[src/sv/mpm_pkg.sv]
// ---------------------------------------------------------------------------
// mpm_pkg
// shared types and constants of the multichannel pcm mixer
// ---------------------------------------------------------------------------
package mpm_pkg;

    localparam int CHANNELS            = 4;
    localparam int SAMPLES_PER_CHANNEL = 1024;

    localparam int CH_W      = (CHANNELS > 1) ? $clog2(CHANNELS) : 1;
    localparam int POS_W     = $clog2(SAMPLES_PER_CHANNEL);
    localparam int LEN_W     = POS_W + 1;
    localparam int MEM_DEPTH = CHANNELS * SAMPLES_PER_CHANNEL;
    localparam int ADDR_W    = $clog2(MEM_DEPTH);

    // input field widths
    localparam int ACTION_W = 3;
    localparam int CHAN_W   = 3;
    localparam int IDX_W    = 10;
    localparam int SAMPLE_W = 16;
    localparam int PLEN_W   = 11;
    localparam int VREQ_W   = 8;
    localparam int VOL_W    = 7;

    // s_tdata layout
    localparam int IN_CHAN_LSB = 0;
    localparam int IN_IDX_LSB  = IN_CHAN_LSB + CHAN_W;
    localparam int IN_SVAL_LSB = IN_IDX_LSB + IDX_W;
    localparam int IN_PLEN_LSB = IN_SVAL_LSB + SAMPLE_W;
    localparam int IN_LOOP_BIT = IN_PLEN_LSB + PLEN_W;
    localparam int IN_VREQ_LSB = IN_LOOP_BIT + 1;
    localparam int IN_USED_W   = IN_VREQ_LSB + VREQ_W;
    localparam int S_TDATA_W   = ((IN_USED_W + 7) / 8) * 8;

    // m_tdata layout
    localparam int OUT_LEFT_LSB   = 0;
    localparam int OUT_RIGHT_LSB  = SAMPLE_W;
    localparam int OUT_STATUS_BIT = 2 * SAMPLE_W;
    localparam int OUT_ACTIVE_BIT = OUT_STATUS_BIT + 1;
    localparam int OUT_USED_W     = OUT_ACTIVE_BIT + 1;
    localparam int M_TDATA_W      = ((OUT_USED_W + 7) / 8) * 8;

    // datapath arithmetic
    localparam int PROD_W      = SAMPLE_W + VOL_W + 1;
    localparam int MAG_W       = 22;
    localparam int RECIP_W     = 23;
    localparam int RECIP_SHIFT = 29;
    localparam logic [RECIP_W-1:0] RECIP = RECIP_W'(((1 << RECIP_SHIFT) + 99) / 100);
    localparam int QFULL_W     = MAG_W + RECIP_W;
    localparam int ACC_W       = SAMPLE_W + 2 + CH_W;

    localparam logic [VOL_W-1:0] VOL_FULL = VOL_W'(100);
    localparam logic signed [ACC_W-1:0] SAT_HI = ACC_W'(32767);
    localparam logic signed [ACC_W-1:0] SAT_LO = ACC_W'(-32768);

    typedef enum logic [ACTION_W-1:0] {
        ACT_LOAD   = 3'd0,
        ACT_PLAY   = 3'd1,
        ACT_STOP   = 3'd2,
        ACT_VOLUME = 3'd3,
        ACT_MIX    = 3'd4
    } action_t;

    typedef enum logic [2:0] {
        ST_IDLE,
        ST_EXEC,
        ST_ISSUE,
        ST_DRAIN,
        ST_FINISH,
        ST_OUTPUT
    } state_t;

    typedef struct packed {
        logic            capture;
        logic            exec;
        logic            acc_clear;
        logic            issue;
        logic [CH_W-1:0] issue_ch;
        logic            finish;
        logic            out_load;
    } cmd_t;

    typedef struct packed {
        logic mix_go;
        logic busy;
    } stat_t;

endpackage

[src/sv/mpm_ctrl.sv]
// ---------------------------------------------------------------------------
// mpm_ctrl
// sequencer: takes one word, runs the action or the per-voice mix, hands
// the result to the output register
// ---------------------------------------------------------------------------
module mpm_ctrl
    import mpm_pkg::*;
(
    input  logic  aclk,
    input  logic  aresetn,
    input  logic  s_tvalid,
    output logic  s_tready,
    output logic  m_tvalid,
    input  logic  m_tready,
    input  stat_t stat,
    output cmd_t  cmd
);

    state_t          state_reg, state_next;
    logic [CH_W-1:0] chan_cnt_reg, chan_cnt_next;
    logic            out_valid_reg, out_valid_next;

    always_ff @(posedge aclk) begin
        if (!aresetn) begin
            state_reg     <= ST_IDLE;
            chan_cnt_reg  <= '0;
            out_valid_reg <= 1'b0;
        end else begin
            state_reg     <= state_next;
            chan_cnt_reg  <= chan_cnt_next;
            out_valid_reg <= out_valid_next;
        end
    end

    always_comb begin
        state_next     = state_reg;
        chan_cnt_next  = chan_cnt_reg;
        out_valid_next = out_valid_reg && !m_tready;
        cmd            = '0;
        s_tready       = 1'b0;
        case (state_reg)
            ST_IDLE: begin
                s_tready = 1'b1;
                if (s_tvalid) begin
                    cmd.capture = 1'b1;
                    state_next  = ST_EXEC;
                end
            end
            ST_EXEC: begin
                if (stat.mix_go) begin
                    cmd.acc_clear = 1'b1;
                    chan_cnt_next = '0;
                    state_next    = ST_ISSUE;
                end else begin
                    cmd.exec   = 1'b1;
                    state_next = ST_OUTPUT;
                end
            end
            ST_ISSUE: begin
                cmd.issue    = 1'b1;
                cmd.issue_ch = chan_cnt_reg;
                if (chan_cnt_reg == CH_W'(CHANNELS - 1)) begin
                    state_next = ST_DRAIN;
                end else begin
                    chan_cnt_next = chan_cnt_reg + 1'b1;
                end
            end
            ST_DRAIN: begin
                if (!stat.busy) begin
                    state_next = ST_FINISH;
                end
            end
            ST_FINISH: begin
                cmd.finish = 1'b1;
                state_next = ST_OUTPUT;
            end
            ST_OUTPUT: begin
                // output register frees up when the held word is taken
                if (!out_valid_reg || m_tready) begin
                    cmd.out_load   = 1'b1;
                    out_valid_next = 1'b1;
                    state_next     = ST_IDLE;
                end
            end
            default: begin
                state_next = ST_IDLE;
            end
        endcase
    end

    assign m_tvalid = out_valid_reg;

endmodule

[config.mk]
export PLATFORM = sky130hd
export DESIGN_NAME = mpm_ctrl
export DESIGN_NICKNAME = d
export VERILOG_FILES = /design/src/sv/mpm_pkg.sv /design/src/sv/mpm_ctrl.sv
export SDC_FILE = /design/constraint.sdc
export NUM_CORES = 1
export LEC_CHECK = 0
export BUFFER_PORTS_ARGS = -buffer_cell sky130_fd_sc_hd__buf_2
export CAP_MARGIN = 20
export CORE_AREA = 8 8 45 47
export DETAILED_ROUTE_END_ITERATION = 8
export DIE_AREA = 0 0 53 55
export PLACE_DENSITY_LB_ADDON = 0.05
export SETUP_SLACK_MARGIN = 0.15
export SLEW_MARGIN = 20
export SYNTH_ARGS = -nofsm -noshare
export SYNTH_HDL_FRONTEND = slang
export SYNTH_SLANG_ARGS = --single-unit
[constraint.sdc]
create_clock -name aclk -period 2.6 [get_ports aclk]
set_clock_uncertainty 0.15 [all_clocks]
set_input_delay 0.13 -clock aclk [delete_from_list [all_inputs] [get_ports aclk]]
set_output_delay 0.13 -clock aclk [all_outputs]
set_load 0.02 [all_outputs]
---- Word level (Yosys, flattened, before mapping) ----
Cells that the tools add are included.
word-level totals
  register bits after elaboration ......... 6
  input port bits ......................... 6
  output and inout port bits .............. 10
  word-level logic and storage cells ...... 45
operators by class
  $add $sub $neg .......................... 1
  equal/unequal tests ..................... 12
  mux-type cells .......................... 21
  reduce and logical (&&, ||, !) cells .... 8
operator list
  cell                   count
  $mux W3                6
  $pmux W3 S6            1
  $ne A2 B2 Y1 const B   6
  $mux W1                10
  $eq A3 B2 Y1 const B   2
  $eq A3 B3 Y1 const B   2
  $mux W2                3
  $pmux W2 S2            1
  $reduce_and A4 Y1      1
  $eq A3 B1 Y1 const B   1
  $logic_not A3 Y1       1
  $reduce_and A3 Y1      1
  $add A2 B1 Y2 const B  1
  $eq A2 B2 Y1 const B   1
  $logic_not A1 Y1       2
  $reduce_bool A2 Y1     1
  $logic_and A1 B1 Y1    1
  $logic_or A1 B1 Y1     1

---- Depth between registers and ports, before layout ----
Gate-level depths: netlist of run 1.
  depth after elaboration ................. 4
  mapped depth ............................ 5
  mapped depth without buffers ............ 5

---- Worst setup path after synthesis of run 1 ----
Ideal clock, no wire load.
  kind .................................... reg2out
  from .................................... reg state_reg[1]
  to ...................................... out cmd[2] (netlist bit)
  arrival time ............................ 1.389 ns
  data required time ...................... 2.320 ns
  setup slack ............................. 0.931 ns
  cell stages (with the launch flop) ...... 3
  path buffers ............................ 0
  path through ............................ dfxtp_1 > nor3b_1 > and2_1
RTL lines
  item                    RTL line        RTL
  start, declared         mpm_ctrl.sv:19  state_t state_reg, state_next;
  start signal, assigned  mpm_ctrl.sv:29  state_reg <= state_next;
  end, declared           mpm_ctrl.sv:16  output cmd_t cmd

==> impl_metrics.ini, run 1 <==
[route]
firstDrtPassIters = 3
vias_per_cell = 4.79
drc = 0
drt_iter0_drc = 3
ant_nets = 0
wl_per_cell_um = 11.9
vias = 388
drt-total-wl_um = 963

[clocking]
clock_path_buffers = 2
cts_resized = 0
numCtsBuffers = 3
clock_latency_ns = 0.23
cts_sinks = 6
postCtsSetupBuffers = 0
cts_htree_levels = 1
cts_tree = done
cts_hold_buf = 0
cts_root_buf = clkbuf_4
clk_pin_slew_ns = 0.04

[logic_synthesis]
synth_nets = 57
synth_area_per_cell_um2 = 9.06
ys_types = 35
ys_ff_latch = 6
synth_edf_count = 0
synth_ff_type = dfxtp_1
synth_area_um2 = 453
async_flop_share = 0
yosysWarnings = 0
synth_top_area_frac = 0.265
yosysSeqAreaShare = 0.265
synth_cells = 50
synthTopCellsByArea = dfxtp_1, and2_1, nand3b_4
synth.largest_area_cell = dfxtp_1

[critical_path]
cp-start-kind = register
required_ns = 2.32
endpoint_kind = output pin
setup.worst_path.class = register to output pin
critPathArrivalTime_ns = 1.55
cp_max_fo = 14

[run]
cap_violations = 0

[sta]
period_share = 0.703
tightest_slew_ns = 0.536
tns_ns = 0
rsz0062_at_grt = false
final-max-slew-violation-count = 0
period_needed_ns = 1.83
whs_ns = 0.0400
final_hold_viol_count = 0
max_freq_ghz = 0.547
maxSlewHeadroom = 0.642
setup_viol = 0

[die]
die_w_um = 53
rows = 14
dieArea_um2 = 2920
start_util = 0.327
die-height_um = 55
design.core.area_um2 = 1380
io_pins = 16

[grt]
track_usage = 0.0749
grt_pass1_vias = 376
grt_max_degree = 16
grt_antenna_before_repair = 0
grt_pass1_wl_mm = 1.63
grt.overflow.total = 0

[min_path]
holdCritPathClass = primary input to register

[place]
gp_congestion = 0.697
dpl_cell_area_um2 = 524
placed_cells = 78
io_buffers = 15
dp.final_hpwl_um = 772

[layout]
drive_above_1_share = 0.385
fin_nets = 74
design_area_um2 = 547
area_growth_pct = 20.7
stdcell_count = 81
final_common_cell = buf_2
final_cell_mix = buf_2, dfxtp_1, and2_1
largest_reg_flops = 3
final_util = 0.395
fillers = 149
diodes = 0
seq_area_um2 = 120
multi_input_area_um2 = 302

[power_and_ir_drop]
powerDensity_nw_per_um2 = 1050
leakagePower_uw = 0.000268
ir_worst_vdd_uv = 378

[outcome]
status = completed
-- cells in the mapped netlist, types with 2 or more instances --
cell      instances
and2_1            4
dfxtp_1           6
inv_1             2
nand2_1           3
nand2b_1          2
nand3_1           2
nor3_1            2
o21a_1            2
-- per-stage QoR --
stage	power [uW]	setup slack, ns
after CTS	581	0.755
final	572	0.772
after detailed placement	495	0.816
after global placement	501	0.799
after global routing	628	0.633
after floorplan	442	0.931
-- critical path, stage by stage, from the launching register on --
cell	delay, ns
dfxtp_1	0.56
nor3b_1	0.41
and2_1	0.19
buf_2	0.16
-- cell type report --
type / count / area share
multi-input combinational: 39 / 0.551
sequential: 6 / 0.220
timing repair buffer: 15 / 0.137
clock buffer: 3 / 0.0412
tap: 16 / 0.0366
inverter: 2 / 0.0137
-- worst paths after layout --
kind | depth (start not counted) | to | start | slack [ns]
min | 2 | state_reg[2] | aresetn | 0.04
max reg2reg | 4 | state_reg[1] | state_reg[0] | 0.80
min reg2reg | 2 | chan_cnt_reg[1] | chan_cnt_reg[1] | 0.35
max | 3 | cmd[3] | state_reg[1] | 0.77
-- routing by layer --
metal / up-vias / part of all wire / global-route usage
li1: 213 / - / -
met1: 166 / 0.49 / 0.0836
met2: 9 / 0.41 / 0.109
met3: 0 / 0.097 / 0.0374
met4: 0 / 0 / 0.0517
met5: - / 0 / 0
-- cells by family after synthesis --
| logic type | count (synthesis) | share of synthesized area |
|---|---|---|
| AND/OR/NAND/NOR | 27 | 0.459 |
| AO/OA/AOI/OAI | 10 | 0.157 |
| flip-flops | 6 | 0.265 |
| buffers and inverters | 5 | 0.0691 |
| multiplexers | 1 | 0.0221 |
| adder cells (fa/ha/maj) | 1 | 0.0276 |
-- power breakdown --
| group | internal (uW) | leakage [uW] | switching (uW) |
|---|---|---|---|
| Sequential | 119 | 0.0000491 | 77.5 |
| Combinational | 146 | 0.000205 | 148 |
| Clock | 51.9 | 0.0000138 | 28.3 |
(Power assumes the default switching activity.)
==> run 2, diff against run 1 <==
--- a/config.mk
+++ b/config.mk
@@ -5,6 +5,7 @@
 export SDC_FILE = /design/constraint.sdc
 export NUM_CORES = 1
 export LEC_CHECK = 0
+export ABC_AREA = 1
 export BUFFER_PORTS_ARGS = -buffer_cell sky130_fd_sc_hd__buf_2
 export CAP_MARGIN = 20
 export CORE_AREA = 8 8 45 47
==> constraint.sdc (replaced) <==
create_clock -name aclk -period 1.64 [get_ports aclk]
set_clock_uncertainty 0.15 [all_clocks]
set_input_delay 0.082 -clock aclk [delete_from_list [all_inputs] [get_ports aclk]]
set_output_delay 0.082 -clock aclk [all_outputs]
set_load 0.02 [all_outputs]
==> run 2 against run 1 <==
- sequential share of layout area fell by 0.54 points
- worst setup slack got worse by 0.56 ns
- core utilization increased by 2.3 points
- largest cell class unchanged
- largest power group unchanged
==> impl_metrics.ini, run 2 <==
[outcome]
status = completed

[logic_synthesis]
synth.largest_area_cell = dfxtp_1
ys_types = 17
synth_area_um2 = 432
yosysMostFrequentCell = nand2_1
synth_cells = 68
synth_common_cells = nand2_1, inv_1, nand3_1, nor2_1, dfxtp_1
synth_top_area_frac = 0.278
synthTopCellsByArea = dfxtp_1, nand2_1, nand3_1
yosysWarnings = 0
synth_ff_type = dfxtp_1
synth_nets = 75
synth_area_per_cell_um2 = 6.35
async_flop_share = 0
yosysSeqAreaShare = 0.278
ys_ff_latch = 6
synth_edf_count = 0

[layout]
largest_reg_flops = 3
design_area_um2 = 578
fillers = 146
diodes = 0
seq_area_um2 = 124
multi_input_area_um2 = 260
final_util = 0.418
area_growth_pct = 33.9
final_common_cell = buf_2
fin_nets = 97
stdcell_count = 104
drive_above_1_share = 0.443
final_cell_mix = buf_2, inv_1, nand2_1

[power_and_ir_drop]
total_power_uw = 1030
powerDensity_nw_per_um2 = 1780
leakagePower_uw = 0.000311
ir_worst_vdd_uv = 874

[route]
ant_nets = 0
drt-met1-wl_um = 533
drt-total-wl_mm = 1.09
drc = 0
firstDrtPassIters = 4
vias_per_cell = 4.56
drt_iter0_drc = 10
vias = 474
dr_wl_met2_um = 448
met3_length_um = 88
dr.max_layer_used = met4
wl_per_cell_um = 10.5

[sta]
tns_ns = 0
setup_viol = 0
final_hold_viol_count = 0
maxSlewHeadroom = 0.818
max_freq_ghz = 0.702
period_needed_ns = 1.43
period_share = 0.869
final-max-slew-violation-count = 0
tightest_slew_ns = 0.270
rsz0062_at_grt = true

[critical_path]
rr_worst_depth = 6
required_ns = 1.41
r2r_slack_ns = 0.33
endpoint_kind = output pin
rr_startpoint = state_reg[2]
crit_end = cmd[5]
critPathArrivalTime_ns = 1.19
cp_max_fo = 7
r2r-end = state_reg[2]
crit_path_start = state_reg[2]
cp-start-kind = register
setup.worst_path.class = register to output pin

[clocking]
cts_htree_levels = 1
postCtsSetupBuffers = 0
cts_tree = done
numCtsBuffers = 3
clock_path_buffers = 2
clock_latency_ns = 0.24
clk_pin_slew_ns = 0.04
cts_sinks = 6
cts_root_buf = clkbuf_4

[die]
die-height_um = 55
rows = 14
start_util = 0.312
die_w_um = 53
dieArea_um2 = 2920
io_pins = 16
design.core.area_um2 = 1380

[place]
dpl_cell_area_um2 = 527
dp.final_hpwl_um = 874
gp_congestion = 0.724
placed_cells = 99
io_buffers = 15

[grt]
track_usage = 0.0777
grt.overflow.total = 0
grt_max_degree = 8
grt_pass1_vias = 391
grt_antenna_before_repair = 0
grt_pass1_wl_mm = 1.65

[run]
cap_violations = 0

[min_path]
holdCritPathClass = primary input to register
min_from = stat[1]
## run 2: cell types whose count changed after synthesis, moves of 3 or more
cell / delta
and2_1: -4
nand3_1: +6
nand2_1: +8
nand2_2: +3
inv_2: +5
nor2_1: +8
nor2_2: +3
a21oi_1: +3
inv_1: +8
## run 2: final cells by class
type / count / share of cell area
Timing Repair Buffer: 17 / 0.165
Clock buffer: 3 / 0.0390
Inverter: 15 / 0.0974
Sequential cell: 6 / 0.214
Multi-Input combinational cell: 47 / 0.450
Tap cell: 16 / 0.0346
## run 2: worst min path at each step
stage	end	cells past startpoint
finish	chan_cnt_reg[1]	4
global route	chan_cnt_reg[0]	4
CTS	chan_cnt_reg[1]	4
detailed placement	state_reg[2]	3
global placement	state_reg[2]	3
floorplan	state_reg[1]	2
## run 2: kinds of logic (layout without fill, tap and decap cells)
logic type / count (synthesis) / after routing / synth area share
AND/OR/NAND/NOR: 40 / 40 / 0.484
AO/OA/AOI/OAI: 6 / 6 / 0.0783
adder cells (fa/ha/maj): 1 / 1 / 0.0290
buffers and inverters: 15 / 35 / 0.130
flip-flops: 6 / 6 / 0.278
## run 2: per-layer routing
metal | global-route usage | up-vias
li1 | - | 256
met1 | 0.101 | 201
met2 | 0.102 | 13
met3 | 0.0321 | 4
met4 | 0.0517 | 0
met5 | 0 | -
## run 2: report_power, final
group	switching (uW)	leakage (uW)	internal (uW)	total, uW
logic	409	0.000247	208	617
registers	83.3	0.0000500	195	279
clock network	52.2	0.0000138	82.7	135
## run 2: repair_timing
item,in CTS,in global routing
gates resized for setup,3,2
pin swaps,0,0
endpoints found under the setup margin,3,2
hold endpoints to repair,4,0
hold buffers,2,0
## run 2: critical path, cell delays in order (launching register included)
cell     delay [ns]
dfxtp_2        0.36
inv_2          0.13
nand3_2        0.11
inv_2          0.07
nand2_2        0.08
inv_1          0.05
buf_2          0.15
## run 2: stage by stage
| stage | setup slack [ns] | hold slack (ns) |
|---|---|---|
| 2_1_floorplan | 0.189 | 0.0525 |
| 3_3_place_gp | 0.194 | 0.205 |
| 3_5_place_dp | 0.210 | 0.204 |
| 4_1_cts | 0.158 | 0.108 |
| 5_1_grt | 0.126 | 0.0980 |
| 6_report | 0.215 | 0.0597 |
